$ cat src/rtl/msq_pkg.sv
package msq_pkg;

	localparam int NOTE_W = 7;
	localparam int VEL_W = 7;
	localparam int GATE_W = 9;
	localparam int LEN_W = 24;
	localparam int GC_W = 25;
	localparam int SC_W = 26;
	localparam int LFSR_W = 16;
	localparam int NSTEP_W = 6;
	localparam int CFG_IDX_W = 3;

	localparam int CMD_DEPTH = 2;
	localparam int RES_DEPTH = 4;

	localparam logic [NOTE_W-1:0] NOTE_MAX = 7'd127;
	localparam logic [7:0] NOTE_CENTER = 8'd60;
	localparam logic [VEL_W-1:0] DEF_VEL = 7'd100;
	localparam logic [GATE_W-1:0] DEF_GATE = 9'd128;
	localparam logic [GATE_W-1:0] GATE_MIN = 9'd13;
	localparam logic [GATE_W-1:0] GATE_MAX = 9'd256;
	localparam logic [LFSR_W-1:0] LFSR_SEED = 16'hACE1;
	localparam logic [LFSR_W-1:0] LFSR_TAPS = 16'hB400;

	localparam logic [LEN_W-1:0] STEP_LENGTH_RST = 24'd12000;
	localparam logic [NSTEP_W-1:0] NUM_STEPS_RST = 6'd16;
	localparam logic [7:0] SWING_RST = 8'd0;

	localparam logic [NOTE_W-1:0] SCALE [16] = '{
		7'd60, 7'd62, 7'd64, 7'd65, 7'd67, 7'd69, 7'd71, 7'd72,
		7'd72, 7'd71, 7'd69, 7'd67, 7'd65, 7'd64, 7'd62, 7'd60
	};

	typedef enum logic [1:0] {
		CMD_TICK    = 2'd0,
		CMD_TRIGGER = 2'd1,
		CMD_STOP    = 2'd2,
		CMD_WRITE   = 2'd3
	} cmd_kind_t;

	typedef enum logic [1:0] {
		DIR_FWD  = 2'd0,
		DIR_BWD  = 2'd1,
		DIR_PING = 2'd2,
		DIR_RAND = 2'd3
	} dir_t;

	typedef enum logic [CFG_IDX_W-1:0] {
		REG_STEP_LENGTH = 3'd0,
		REG_NUM_STEPS   = 3'd1,
		REG_DIRECTION   = 3'd2,
		REG_SWING       = 3'd3
	} cfg_reg_t;

	typedef enum logic {
		EV_OFF = 1'b0,
		EV_ON  = 1'b1
	} ev_kind_t;

	typedef enum logic [2:0] {
		ST_IDLE,
		ST_READ,
		ST_ON,
		ST_SWING,
		ST_ADV
	} st_t;

	typedef struct packed {
		logic              active;
		logic [NOTE_W-1:0] note;
		logic [VEL_W-1:0]  vel;
		logic [GATE_W-1:0] gate;
	} ent_t;

	typedef struct packed {
		cmd_kind_t         kind;
		logic [NOTE_W-1:0] tnote;
		logic [4:0]        idx;
		ent_t              ent;
	} cmd_t;

	typedef struct packed {
		ev_kind_t          kind;
		logic [NOTE_W-1:0] note;
		logic [VEL_W-1:0]  vel;
		logic [4:0]        step;
		logic              last;
	} evt_t;

	typedef struct packed {
		logic [LEN_W-1:0]   step_length;
		logic [NSTEP_W-1:0] num_steps;
		dir_t               dir;
		logic [7:0]         swing;
	} cfg_t;

	function automatic logic [NOTE_W-1:0] scale_note(input logic [3:0] idx);
		return SCALE[idx];
	endfunction

endpackage

$ cat src/rtl/msq_fifo.sv
module msq_fifo #(
	parameter int WIDTH = 8,
	parameter int DEPTH = 2
) (
	input  logic             clk,
	input  logic             arst_n,
	input  logic             wr_en,
	input  logic [WIDTH-1:0] wr_data,
	output logic             full,
	input  logic             rd_en,
	output logic [WIDTH-1:0] rd_data,
	output logic [$clog2(DEPTH):0] level
);

	localparam int AW = $clog2(DEPTH);
	localparam int LW = AW + 1;

	logic [WIDTH-1:0] mem_q [DEPTH];
	logic [AW-1:0] wp_q, rp_q;
	logic [LW-1:0] cnt_q;
	logic do_wr, do_rd, empty;

	assign full = (cnt_q == LW'(DEPTH));
	assign empty = (cnt_q == '0);
	assign level = cnt_q;
	assign rd_data = mem_q[rp_q];
	assign do_wr = wr_en && !full;
	assign do_rd = rd_en && !empty;

	always_ff @(posedge clk) begin
		if (do_wr) begin
			mem_q[wp_q] <= wr_data;
		end
	end

	always_ff @(posedge clk or negedge arst_n) begin
		if (!arst_n) begin
			wp_q <= '0;
			rp_q <= '0;
			cnt_q <= '0;
		end else begin
			if (do_wr) begin
				wp_q <= (wp_q == AW'(DEPTH - 1)) ? '0 : wp_q + 1'b1;
			end
			if (do_rd) begin
				rp_q <= (rp_q == AW'(DEPTH - 1)) ? '0 : rp_q + 1'b1;
			end
			if (do_wr && !do_rd) begin
				cnt_q <= cnt_q + 1'b1;
			end else if (do_rd && !do_wr) begin
				cnt_q <= cnt_q - 1'b1;
			end
		end
	end

endmodule

$ cat src/rtl/msq_ram.sv
module msq_ram #(
	parameter int WIDTH = 8,
	parameter int DEPTH = 32
) (
	input  logic                     clk,
	input  logic                     we,
	input  logic [$clog2(DEPTH)-1:0] waddr,
	input  logic [WIDTH-1:0]         wdata,
	input  logic [$clog2(DEPTH)-1:0] raddr,
	output logic [WIDTH-1:0]         rdata
);

	logic [WIDTH-1:0] mem_q [DEPTH];

	always_ff @(posedge clk) begin
		if (we) begin
			mem_q[waddr] <= wdata;
		end
		rdata <= mem_q[raddr];
	end

endmodule

$ cat src/rtl/msq_divmod.sv
module msq_divmod import msq_pkg::*; (
	input  logic              clk,
	input  logic              arst_n,
	input  logic              start,
	input  logic [LFSR_W-1:0] dividend,
	input  logic [NSTEP_W-1:0] divisor,
	output logic              busy,
	output logic [NSTEP_W-1:0] rem
);

	localparam int CW = $clog2(LFSR_W + 1);

	logic [CW-1:0] cnt_q;
	logic busy_q;
	logic [LFSR_W-1:0] dvd_q;
	logic [NSTEP_W-1:0] dsr_q, rem_q;
	logic [NSTEP_W:0] trial;
	logic [NSTEP_W-1:0] rem_next;

	assign busy = busy_q;
	assign rem = rem_q;
	assign trial = {rem_q, dvd_q[LFSR_W-1]};

	always_comb begin
		if (trial >= {1'b0, dsr_q}) begin
			rem_next = NSTEP_W'(trial - {1'b0, dsr_q});
		end else begin
			rem_next = NSTEP_W'(trial);
		end
	end

	always_ff @(posedge clk) begin
		if (start) begin
			dvd_q <= dividend;
			dsr_q <= divisor;
			rem_q <= '0;
		end else if (busy_q) begin
			dvd_q <= {dvd_q[LFSR_W-2:0], 1'b0};
			rem_q <= rem_next;
		end
	end

	always_ff @(posedge clk or negedge arst_n) begin
		if (!arst_n) begin
			busy_q <= 1'b0;
			cnt_q <= '0;
		end else if (start) begin
			busy_q <= 1'b1;
			cnt_q <= CW'(LFSR_W);
		end else if (busy_q) begin
			cnt_q <= cnt_q - 1'b1;
			if (cnt_q == CW'(1)) begin
				busy_q <= 1'b0;
			end
		end
	end

endmodule

$ cat src/rtl/msq_front.sv
module msq_front import msq_pkg::*; #(
	parameter int PATTERN_DEPTH = 32
) (
	input  logic              clk,
	input  logic              arst_n,
	input  logic              push,
	output logic              full,
	input  logic [1:0]        command,
	input  logic [NOTE_W-1:0] trigger_note,
	input  logic [4:0]        entry_index,
	input  logic              entry_active,
	input  logic [NOTE_W-1:0] entry_note,
	input  logic [VEL_W-1:0]  entry_velocity,
	input  logic [GATE_W-1:0] entry_gate,
	output logic              cmd_valid,
	input  logic              cmd_pop,
	output cmd_t              cmd
);

	cmd_t item;
	logic drop;
	logic [$clog2(CMD_DEPTH):0] q_level;
	logic [$bits(cmd_t)-1:0] q_data;

	always_comb begin
		item.kind = cmd_kind_t'(command);
		item.tnote = trigger_note;
		item.idx = entry_index;
		item.ent.active = entry_active;
		item.ent.note = entry_note;
		item.ent.vel = (entry_velocity == '0) ? VEL_W'(1) : entry_velocity;
		if (entry_gate < GATE_MIN) begin
			item.ent.gate = GATE_MIN;
		end else if (entry_gate > GATE_MAX) begin
			item.ent.gate = GATE_MAX;
		end else begin
			item.ent.gate = entry_gate;
		end
		drop = (item.kind == CMD_WRITE) && (9'(entry_index) >= 9'(PATTERN_DEPTH));
	end

	msq_fifo #(
		.WIDTH($bits(cmd_t)),
		.DEPTH(CMD_DEPTH)
	) u_cmd_q (
		.clk(clk),
		.arst_n(arst_n),
		.wr_en(push && !drop),
		.wr_data(item),
		.full(full),
		.rd_en(cmd_pop),
		.rd_data(q_data),
		.level(q_level)
	);

	assign cmd_valid = (q_level != '0);
	assign cmd = cmd_t'(q_data);

endmodule

$ cat src/rtl/msq_back.sv
module msq_back import msq_pkg::*; #(
	parameter int PATTERN_DEPTH = 32
) (
	input  logic clk,
	input  logic arst_n,
	input  cfg_t cfg,
	input  logic cmd_valid,
	output logic cmd_pop,
	input  cmd_t cmd,
	input  logic res_room,
	output logic evt_wr,
	output evt_t evt
);

	localparam int PW = $clog2(PATTERN_DEPTH);

	st_t state_q, state_d;

	logic [PW-1:0] position_q, played_q;
	logic up_q, even_q, run_q, snd_q, pend_q;
	logic [NOTE_W-1:0] snd_note_q;
	logic [GC_W-1:0] gc_q;
	logic [SC_W-1:0] sc_q;
	logic signed [7:0] tr_q;
	logic [LFSR_W-1:0] lfsr_q, lfsr_next;
	logic ent_act_q;
	logic [NOTE_W-1:0] ent_note_q;
	logic [VEL_W-1:0] ent_vel_q;
	logic [PATTERN_DEPTH-1:0] valid_q;
	logic vld_s1;
	logic [32:0] mul_s1;

	logic [LEN_W-1:0] len;
	logic [NSTEP_W-1:0] ns, n_steps;
	logic expire, gate_off;
	ent_t ram_rd, ram_wd;
	logic ram_we;
	logic [PW-1:0] ram_wa;
	logic act_now;
	logic [NOTE_W-1:0] pn_now, note_clamped;
	logic [VEL_W-1:0] vel_now;
	logic [GATE_W-1:0] gate_now, mul_b;
	logic signed [9:0] note_sum;
	logic [8:0] p9, n9;
	logic [PW-1:0] pp_pos;
	logic pp_up;
	logic div_start, div_busy;
	logic [LFSR_W-1:0] div_dvd;
	logic [NSTEP_W-1:0] div_rem;
	logic [GC_W-1:0] gate_len;
	logic [SC_W-1:0] reload;

	assign len = (cfg.step_length == '0) ? LEN_W'(1) : cfg.step_length;
	assign ns = (cfg.num_steps == '0) ? NSTEP_W'(1) : cfg.num_steps;
	assign n_steps = (9'(ns) > 9'(PATTERN_DEPTH)) ? NSTEP_W'(PATTERN_DEPTH) : ns;
	assign expire = (sc_q[SC_W-1:1] == '0);
	assign gate_off = (gc_q == GC_W'(1)) && snd_q;
	assign lfsr_next = lfsr_q[0] ? ((lfsr_q >> 1) ^ LFSR_TAPS) : (lfsr_q >> 1);

	assign ram_we = cmd_pop && (cmd.kind == CMD_WRITE);
	assign ram_wa = PW'(cmd.idx);
	assign ram_wd = cmd.ent;

	msq_ram #(
		.WIDTH($bits(ent_t)),
		.DEPTH(PATTERN_DEPTH)
	) u_pattern (
		.clk(clk),
		.we(ram_we),
		.waddr(ram_wa),
		.wdata(ram_wd),
		.raddr(position_q),
		.rdata(ram_rd)
	);

	always_comb begin
		act_now = vld_s1 ? ram_rd.active : (9'(position_q) < 9'd16);
		pn_now = vld_s1 ? ram_rd.note : scale_note(position_q[3:0]);
		vel_now = vld_s1 ? ram_rd.vel : DEF_VEL;
		gate_now = vld_s1 ? ram_rd.gate : DEF_GATE;
		note_sum = $signed({3'b000, pn_now}) + $signed({{2{tr_q[7]}}, tr_q});
		if (note_sum < 0) begin
			note_clamped = '0;
		end else if (note_sum > $signed({3'b000, NOTE_MAX})) begin
			note_clamped = NOTE_MAX;
		end else begin
			note_clamped = note_sum[NOTE_W-1:0];
		end
	end

	always_comb begin
		p9 = 9'(position_q);
		n9 = 9'(n_steps);
		pp_up = up_q;
		pp_pos = position_q;
		if (up_q && (p9 + 9'd1 >= n9)) begin
			pp_up = 1'b0;
			pp_pos = (n9 >= 9'd2) ? PW'(n9 - 9'd2) : '0;
		end else if (up_q) begin
			pp_pos = PW'(p9 + 9'd1);
		end else if (p9 == '0) begin
			pp_up = 1'b1;
			pp_pos = (n9 == 9'd1) ? '0 : PW'(1);
		end else if (p9 - 9'd1 >= n9) begin
			pp_up = 1'b0;
			pp_pos = (n9 >= 9'd2) ? PW'(n9 - 9'd2) : '0;
		end else begin
			pp_pos = PW'(p9 - 9'd1);
		end
	end

	assign div_start = (state_q == ST_ON) && (cfg.dir != DIR_PING);

	always_comb begin
		unique case (cfg.dir)
			DIR_FWD:  div_dvd = LFSR_W'(position_q) + LFSR_W'(1);
			DIR_BWD:  div_dvd = LFSR_W'(position_q) + LFSR_W'(n_steps) - LFSR_W'(1);
			default:  div_dvd = lfsr_next;
		endcase
	end

	msq_divmod u_div (
		.clk(clk),
		.arst_n(arst_n),
		.start(div_start),
		.dividend(div_dvd),
		.divisor(n_steps),
		.busy(div_busy),
		.rem(div_rem)
	);

	assign mul_b = (state_q == ST_READ) ? gate_now : GATE_W'(cfg.swing);
	assign gate_len = (mul_s1[32:8] == '0) ? GC_W'(1) : mul_s1[32:8];
	assign reload = (cfg.swing != '0 && !even_q)
		? SC_W'(len) + SC_W'(mul_s1[31:8]) : SC_W'(len);

	always_ff @(posedge clk) begin
		mul_s1 <= 33'(len) * 33'(mul_b);
		vld_s1 <= valid_q[position_q];
	end

	always_comb begin
		state_d = state_q;
		unique case (state_q)
			ST_IDLE: begin
				if (cmd_pop && cmd.kind == CMD_TICK && run_q && expire) begin
					state_d = ST_READ;
				end
			end
			ST_READ: state_d = ST_ON;
			ST_ON: state_d = ST_SWING;
			ST_SWING: state_d = (cfg.dir == DIR_PING) ? ST_IDLE : ST_ADV;
			ST_ADV: state_d = div_busy ? ST_ADV : ST_IDLE;
			default: state_d = ST_IDLE;
		endcase
	end

	always_comb begin
		cmd_pop = 1'b0;
		evt_wr = 1'b0;
		evt.kind = EV_OFF;
		evt.note = snd_note_q;
		evt.vel = '0;
		evt.step = 5'(played_q);
		evt.last = 1'b1;
		unique case (state_q)
			ST_IDLE: begin
				if (cmd_valid && res_room) begin
					cmd_pop = 1'b1;
					unique case (cmd.kind)
						CMD_STOP: evt_wr = snd_q;
						CMD_TRIGGER: evt_wr = !run_q && snd_q;
						CMD_TICK: evt_wr = run_q && !expire && gate_off;
						default: evt_wr = 1'b0;
					endcase
				end
			end
			ST_READ: begin
				evt_wr = pend_q;
				evt.last = !act_now;
			end
			ST_ON: begin
				evt_wr = ent_act_q;
				evt.kind = EV_ON;
				evt.note = ent_note_q;
				evt.vel = ent_vel_q;
			end
			default: evt_wr = 1'b0;
		endcase
	end

	always_ff @(posedge clk or negedge arst_n) begin
		if (!arst_n) begin
			state_q <= ST_IDLE;
			position_q <= '0;
			played_q <= '0;
			up_q <= 1'b1;
			even_q <= 1'b1;
			run_q <= 1'b0;
			snd_q <= 1'b0;
			pend_q <= 1'b0;
			snd_note_q <= '0;
			gc_q <= '0;
			sc_q <= SC_W'(STEP_LENGTH_RST);
			tr_q <= '0;
			lfsr_q <= LFSR_SEED;
			ent_act_q <= 1'b0;
			ent_note_q <= '0;
			ent_vel_q <= '0;
			valid_q <= '0;
		end else begin
			state_q <= state_d;
			unique case (state_q)
				ST_IDLE: begin
					if (cmd_pop) begin
						unique case (cmd.kind)
							CMD_WRITE: valid_q[ram_wa] <= 1'b1;
							CMD_STOP: begin
								snd_q <= 1'b0;
								snd_note_q <= '0;
								gc_q <= '0;
								position_q <= '0;
								up_q <= 1'b1;
								even_q <= 1'b1;
								tr_q <= '0;
								sc_q <= SC_W'(len);
								run_q <= 1'b0;
							end
							CMD_TRIGGER: begin
								if (!run_q) begin
									snd_q <= 1'b0;
									gc_q <= '0;
									position_q <= '0;
									sc_q <= '0;
									even_q <= 1'b1;
									up_q <= 1'b1;
									run_q <= 1'b1;
								end
								tr_q <= $signed({1'b0, cmd.tnote}) - $signed(NOTE_CENTER);
							end
							default: begin
								if (run_q && expire) begin
									pend_q <= snd_q;
									snd_q <= 1'b0;
									gc_q <= '0;
								end else if (run_q) begin
									sc_q <= sc_q - 1'b1;
									if (gc_q != '0) begin
										gc_q <= gc_q - 1'b1;
									end
									if (gate_off) begin
										snd_q <= 1'b0;
									end
								end
							end
						endcase
					end
				end
				ST_READ: begin
					pend_q <= 1'b0;
					played_q <= position_q;
					ent_act_q <= act_now;
					ent_note_q <= note_clamped;
					ent_vel_q <= vel_now;
				end
				ST_ON: begin
					if (ent_act_q) begin
						snd_q <= 1'b1;
						snd_note_q <= ent_note_q;
						gc_q <= gate_len;
					end
					even_q <= !even_q;
					if (cfg.dir == DIR_PING) begin
						position_q <= pp_pos;
						up_q <= pp_up;
					end
					if (cfg.dir == DIR_RAND) begin
						lfsr_q <= lfsr_next;
					end
				end
				ST_SWING: sc_q <= reload;
				ST_ADV: begin
					if (!div_busy) begin
						position_q <= PW'(div_rem);
					end
				end
				default: begin
				end
			endcase
		end
	end

endmodule

$ cat src/rtl/midi_step_sequencer_top.sv
// Step sequencer driven by one command request at a time.
// Input side is a queue: a request (command plus its fields) is taken on a
// clock edge with push high and full low. Results leave through a queue: the
// oldest note event sits on the result ports while empty is low and is taken
// on an edge with pop high. Each request yields zero, one or two events; the
// final one carries last_event.
// Configuration goes through cfg_valid/cfg_ready with cfg_index/cfg_data;
// cfg_ready is always high. Write it only while the sequencer is quiet.
// Timing: a request is decoded into a two-entry command queue, from which the
// sequencer core takes it. A tick that ends no step writes its event into the
// result queue as the core takes it. A tick that ends a step walks the core
// through its read, on and swing states and, except in ping-pong mode, an
// advance state that waits for the bit-serial remainder unit that finds the
// next step; the note-off is written in the read state and the note-on in the
// on state.
// Reset loads the default pattern and registers and stops playback. When the
// result queue has fewer than two free entries the core holds, the command
// queue fills and full rises; nothing is dropped.
module midi_step_sequencer_top import msq_pkg::*; #(
	parameter int PATTERN_DEPTH = 32
) (
	input  logic                 clk,
	input  logic                 arst_n,
	input  logic                 push,
	output logic                 full,
	input  logic [1:0]           command,
	input  logic [NOTE_W-1:0]    trigger_note,
	input  logic [4:0]           entry_index,
	input  logic                 entry_active,
	input  logic [NOTE_W-1:0]    entry_note,
	input  logic [VEL_W-1:0]     entry_velocity,
	input  logic [GATE_W-1:0]    entry_gate,
	output logic                 empty,
	input  logic                 pop,
	output logic                 event_kind,
	output logic [NOTE_W-1:0]    note_number,
	output logic [VEL_W-1:0]     note_velocity,
	output logic [4:0]           step_played,
	output logic                 last_event,
	input  logic                 cfg_valid,
	output logic                 cfg_ready,
	input  logic [CFG_IDX_W-1:0] cfg_index,
	input  logic [LEN_W-1:0]     cfg_data
);

	localparam int RLW = $clog2(RES_DEPTH) + 1;

	cfg_t cfg_q;
	logic cmd_valid, cmd_pop;
	cmd_t cmd;
	logic evt_wr;
	evt_t evt, res;
	logic res_full;
	logic [RLW-1:0] res_level;
	logic res_room;
	logic [$bits(evt_t)-1:0] res_data;

	assign cfg_ready = 1'b1;

	always_ff @(posedge clk or negedge arst_n) begin
		if (!arst_n) begin
			cfg_q.step_length <= STEP_LENGTH_RST;
			cfg_q.num_steps <= NUM_STEPS_RST;
			cfg_q.dir <= DIR_FWD;
			cfg_q.swing <= SWING_RST;
		end else if (cfg_valid && cfg_ready) begin
			unique case (cfg_reg_t'(cfg_index))
				REG_STEP_LENGTH: cfg_q.step_length <= cfg_data;
				REG_NUM_STEPS: cfg_q.num_steps <= cfg_data[NSTEP_W-1:0];
				REG_DIRECTION: cfg_q.dir <= dir_t'(cfg_data[1:0]);
				REG_SWING: cfg_q.swing <= cfg_data[7:0];
				default: begin
				end
			endcase
		end
	end

	msq_front #(
		.PATTERN_DEPTH(PATTERN_DEPTH)
	) u_front (
		.clk(clk),
		.arst_n(arst_n),
		.push(push),
		.full(full),
		.command(command),
		.trigger_note(trigger_note),
		.entry_index(entry_index),
		.entry_active(entry_active),
		.entry_note(entry_note),
		.entry_velocity(entry_velocity),
		.entry_gate(entry_gate),
		.cmd_valid(cmd_valid),
		.cmd_pop(cmd_pop),
		.cmd(cmd)
	);

	msq_back #(
		.PATTERN_DEPTH(PATTERN_DEPTH)
	) u_back (
		.clk(clk),
		.arst_n(arst_n),
		.cfg(cfg_q),
		.cmd_valid(cmd_valid),
		.cmd_pop(cmd_pop),
		.cmd(cmd),
		.res_room(res_room),
		.evt_wr(evt_wr),
		.evt(evt)
	);

	assign res_room = (res_level <= RLW'(RES_DEPTH - 2));

	msq_fifo #(
		.WIDTH($bits(evt_t)),
		.DEPTH(RES_DEPTH)
	) u_res_q (
		.clk(clk),
		.arst_n(arst_n),
		.wr_en(evt_wr),
		.wr_data(evt),
		.full(res_full),
		.rd_en(pop),
		.rd_data(res_data),
		.level(res_level)
	);

	assign empty = (res_level == '0);
	assign res = evt_t'(res_data);
	assign event_kind = res.kind;
	assign note_number = res.note;
	assign note_velocity = res.vel;
	assign step_played = res.step;
	assign last_event = res.last;

	a_res_no_overflow: assert property (@(posedge clk) disable iff (!arst_n)
		evt_wr |-> !res_full)
		else $error("result queue written while full");

	a_pop_has_cmd: assert property (@(posedge clk) disable iff (!arst_n)
		cmd_pop |-> cmd_valid)
		else $error("command taken from empty queue");

	a_note_on_last: assert property (@(posedge clk) disable iff (!arst_n)
		(evt_wr && evt.kind == EV_ON) |-> evt.last)
		else $error("note-on not marked as final event");

	a_pop_has_room: assert property (@(posedge clk) disable iff (!arst_n)
		cmd_pop |-> res_level <= RLW'(RES_DEPTH - 2))
		else $error("command started without room for two events");

endmodule
$ cat config.mk
export PLATFORM = sky130hd
export DESIGN_NAME = midi_step_sequencer_top
export DESIGN_NICKNAME = d
export VERILOG_FILES = /design/src/rtl/msq_pkg.sv /design/src/rtl/msq_fifo.sv /design/src/rtl/msq_ram.sv /design/src/rtl/msq_divmod.sv /design/src/rtl/msq_front.sv /design/src/rtl/msq_back.sv /design/src/rtl/midi_step_sequencer_top.sv
export SDC_FILE = /design/constraint.sdc
export NUM_CORES = 2
export LEC_CHECK = 0
export BUFFER_PORTS_ARGS = -buffer_cell sky130_fd_sc_hd__buf_4
export CAP_MARGIN = 20
export CORE_MARGIN = 2
export CORE_UTILIZATION = 60
export DETAILED_ROUTE_END_ITERATION = 12
export GPL_TIMING_DRIVEN = 0
export HOLD_SLACK_MARGIN = 0.02
export PLACE_DENSITY_LB_ADDON = 0.2
export SLEW_MARGIN = 10
export SYNTH_ARGS = -nofsm -noshare
export SYNTH_HDL_FRONTEND = slang
export SYNTH_SLANG_ARGS = --single-unit
$ cat constraint.sdc
create_clock -name clk -period 18.15 [get_ports clk]
set_input_delay 0 -clock clk [delete_from_list [all_inputs] [get_ports clk]]
set_output_delay 0 -clock clk [all_outputs]
set_load 0.01 [all_outputs]
==> impl_metrics.env <==
export IMPL_status="complete, no violations"
export IMPL_vdd_ir_drop_max_uv=185.8
export IMPL_clock_sinks=1210
export IMPL_ys_types=81
export IMPL_power_switching_w=0.005210
export IMPL_clk_latency_ns=0.72
export IMPL_cts_setup_buffers=0
export IMPL_dpl_hpwl_um=105100
export IMPL_synth_commonest_cells="edfxtp_1, nand2_1, inv_1"
export IMPL_gp_congestion=0.9306
export IMPL_detail_route_wl_per_cell_um=27.75
export IMPL_finalWirelength_um=157400
export IMPL_antenna_found_initial=8
export IMPL_syn_nets=4307
export IMPL_power_internal_w=0.007435
export IMPL_rsz0062_at_grt="no"
export IMPL_cts_buffers=117
export IMPL_seqPwrFrac=0.310
export IMPL_synth_edf_count=950
export IMPL_worst_path_max_delay_cell="clkbuf_1"
export IMPL_syn_to_final_growth_pct=15.10
export IMPL_cts_htree_levels=3
export IMPL_firstDrtPassIters=8
export IMPL_hold_violations=0
export IMPL_yosys_area_top_type="edfxtp_1"
export IMPL_ios=94
export IMPL_slew_violations=0
export IMPL_ys_seq_elements=1210
export IMPL_crit_top_cell="fa_1"
export IMPL_fin_worst_skew_ns=0.03793
export IMPL_die_area_um2=96870
export IMPL_grt_usage=0.3270
export IMPL_row_count=112
export IMPL_fin_tns_setup_ns=0
export IMPL_die_h_um=311.2
export IMPL_core_um2=93470
export IMPL_clockRootBuffer="clkbuf_16"
export IMPL_hold_path_class="in -> reg"
export IMPL_slew_headroom=0.1614
export IMPL_grt_ovfl_total=0
export IMPL_synth_top_area_share=0.5037
export IMPL_synth_area_um2=56640
export IMPL_clock_fmax_mhz=125.4
export IMPL_drt_iter0_markers=5133
export IMPL_crit_arrival_ns=8.60
export IMPL_vias=36390
export IMPL_postCtsHoldBufs=105
export IMPL_cpPeakStageDelay_ns=0.56
export IMPL_p_per_area_nw_per_um2=194.0
export IMPL_finalSetupViolCount=0
export IMPL_die_w_um=311.2
export IMPL_leakage_nw=24.42
export IMPL_swShare=0.4120
export IMPL_tightest_slew_ns=1.258
export IMPL_fin_util=0.6974
export IMPL_nets=4671
export IMPL_clk_path_buf_depth=3
export IMPL_drc=0
export IMPL_cp_max_fo=10
export IMPL_cp_end_kind="flip-flop"
export IMPL_finalCriticalPeriod_ns=7.973
export IMPL_p_clk_frac=0.197
export IMPL_period_share=0.4393
export IMPL_seq_area_frac_synth=0.6142
export IMPL_ant_nets=0
export IMPL_cts_resized=0
export IMPL_n_fill_cell=6094
export IMPL_clkTransAtPathRegs_ns=0.07
export IMPL_async_flop_share=0.1686
export IMPL_grt_max_degree=85
export IMPL_viasPerCell=6.416
export IMPL_grt_pass1_vias=36310
export IMPL_numPortBuffers=92
export IMPL_synth_most_common_cell="edfxtp_1"
export IMPL_drive_above_1_share=0.1586
export IMPL_start_kind="flip-flop"
export IMPL_cp_required_ns=18.78
export IMPL_grt_first_pass_wirelength_um=233600
export IMPL_synth_warnings=0
export IMPL_synthTopCellsByArea="edfxtp_1, dfrtp_1, mux4_2"
export IMPL_syn_avg_cell_area_um2=14.34
export IMPL_start_util=0.6059
export IMPL_cts_tree="built"
export IMPL_drv_cap=0
export IMPL_critPathKind="reg -> reg"
export IMPL_pwr_share_comb=0.493
export IMPL_netlist_instances=3949
export IMPL_synthFlopType="edfxtp_1"
per-stage QoR:
step	cell area, µm²	worst slack (ns)	total power [W]	cells	hold WS (ns)
floorplan	56640	11.82	0.008062	3949	-0.2956
global placement	58900	10.37	0.009825	5295	0.1856
detailed placement	60110	10.34	0.009989	5335	-0.02182
CTS	65070	10.23	0.01250	5661	0.02413
global route	65180	9.870	0.01335	5669	0.06834
finish	65190	10.18	0.01265	5671	0.05612
state kept, by name, indices dropped and copies added, names as in the netlist, 24 cells and up:
| name | count |
|---|---|
| u_back.u_pattern.rdata | 24 |
| u_back.u_pattern.mem_q | 768 |
| u_front.u_cmd_q.mem_q | 76 |
| u_back.valid_q | 32 |
| u_res_q.mem_q | 84 |
| u_back.sc_q | 26 |
| u_back.mul_s1 | 25 |
| cfg_q | 40 |
| u_back.gc_q | 25 |
worst paths after layout:
kind / start / to / slack, ns / cells past startpoint
max: u_back.state_q[1]$_DFFE_PN0P_ / u_back.mul_s1[32]$_DFF_P_ / 10.18 / 26
min: cfg_data[15] / cfg_q[31]$_DFFE_PN0P_ / 0.06 / 3
max reg2reg: u_back.state_q[1]$_DFFE_PN0P_ / u_back.mul_s1[32]$_DFF_P_ / 10.18 / 26
min reg2reg: u_back.u_pattern.rdata[11]$_DFF_P_ / u_back.ent_vel_q[2]$_DFFE_PN0N_ / 0.45 / 2
max in group asynchronous: arst_n / cfg_q[29]$_DFFE_PN1P_ / 16.84 / 5
min in group asynchronous: arst_n / u_back.tr_q[7]$_DFFE_PN0P_ / 0.46 / 4
critical path: cells and delay by family (launching register included):
family                     cells  cell delay (ns)
xor gates and xnor gates       1             0.13
buffers and inverters          6             1.51
DFF                            1             0.41
AOI/OAI and AO/OA             10             2.50
and+or+nand+nor                4             1.01
adders and majority gates      5             2.28
area by class of cell:
cell class / count / area (µm²) / share of cell area
flip-flops and latches: 1210 / 34780 / 0.5336
multi-input cells: 2267 / 20340 / 0.3120
clock buffers: 163 / 3264 / 0.05008
repair buffers: 245 / 2813 / 0.04315
well taps: 1254 / 1569 / 0.02407
inverters: 248 / 930.9 / 0.01428
plain buffers: 224 / 854.6 / 0.01311
clock inverters: 58 / 625.6 / 0.009597
diodes: 2 / 5.005 / 0.00007677
power by group through the flow:
stage / Clock, W / Combinational [W] / Sequential, W
after detailed placement: 0 / 0.00603 / 0.00396
after global placement: 0 / 0.00588 / 0.00395
final: 0.00249 / 0.00624 / 0.00392
after floorplan: 0 / 0.00423 / 0.00383
after CTS: 0.00248 / 0.00611 / 0.00391
after global routing: 0.00259 / 0.00681 / 0.00395
logic make-up (layout without fill, tap and decap cells):
logic type / after synthesis / after routing / share of synthesized area
buffers and inverters: 472 / 938 / 0.03150
multiplexers: 418 / 418 / 0.1138
AND/OR/NAND/NOR: 854 / 854 / 0.07180
adder cells (fa/ha/maj): 288 / 288 / 0.08470
flip-flops: 1210 / 1210 / 0.6142
XOR/XNOR: 85 / 85 / 0.01314
other: 1 / 3 / 0.00006621
AO/OA/AOI/OAI: 621 / 621 / 0.07078
per-layer routing:
| metal | track usage | vias to the layer above | part of all wire |
|---|---|---|---|
| met5 | 0 | - | 0.00024 |
| met4 | 0.1167 | 6 | 0.041 |
| met3 | 0.07125 | 419 | 0.10 |
| met2 | 0.5269 | 2204 | 0.47 |
| met1 | 0.4440 | 18360 | 0.38 |
| li1 | - | 15400 | - |
placed cells by master (no fill, tap or decap), types with 40 or more instances in the layout:
cell type / n
nand2_1: 285
dfrtp_1: 179
dlygate4sd3_1: 104
and2_1: 114
nor2_1: 181
fa_1: 159
buf_4: 93
o221ai_1: 68
inv_1: 244
a21oi_1: 162
nor3_1: 42
mux4_2: 172
nand3_1: 40
xnor2_1: 54
clkbuf_1: 217
mux2_2: 89
mux2i_1: 157
edfxtp_1: 950
dfxtp_1: 56
o21ai_0: 160
clkbuf_16: 120
ha_1: 129
Note: power is estimated with default switching activity, not from simulation.
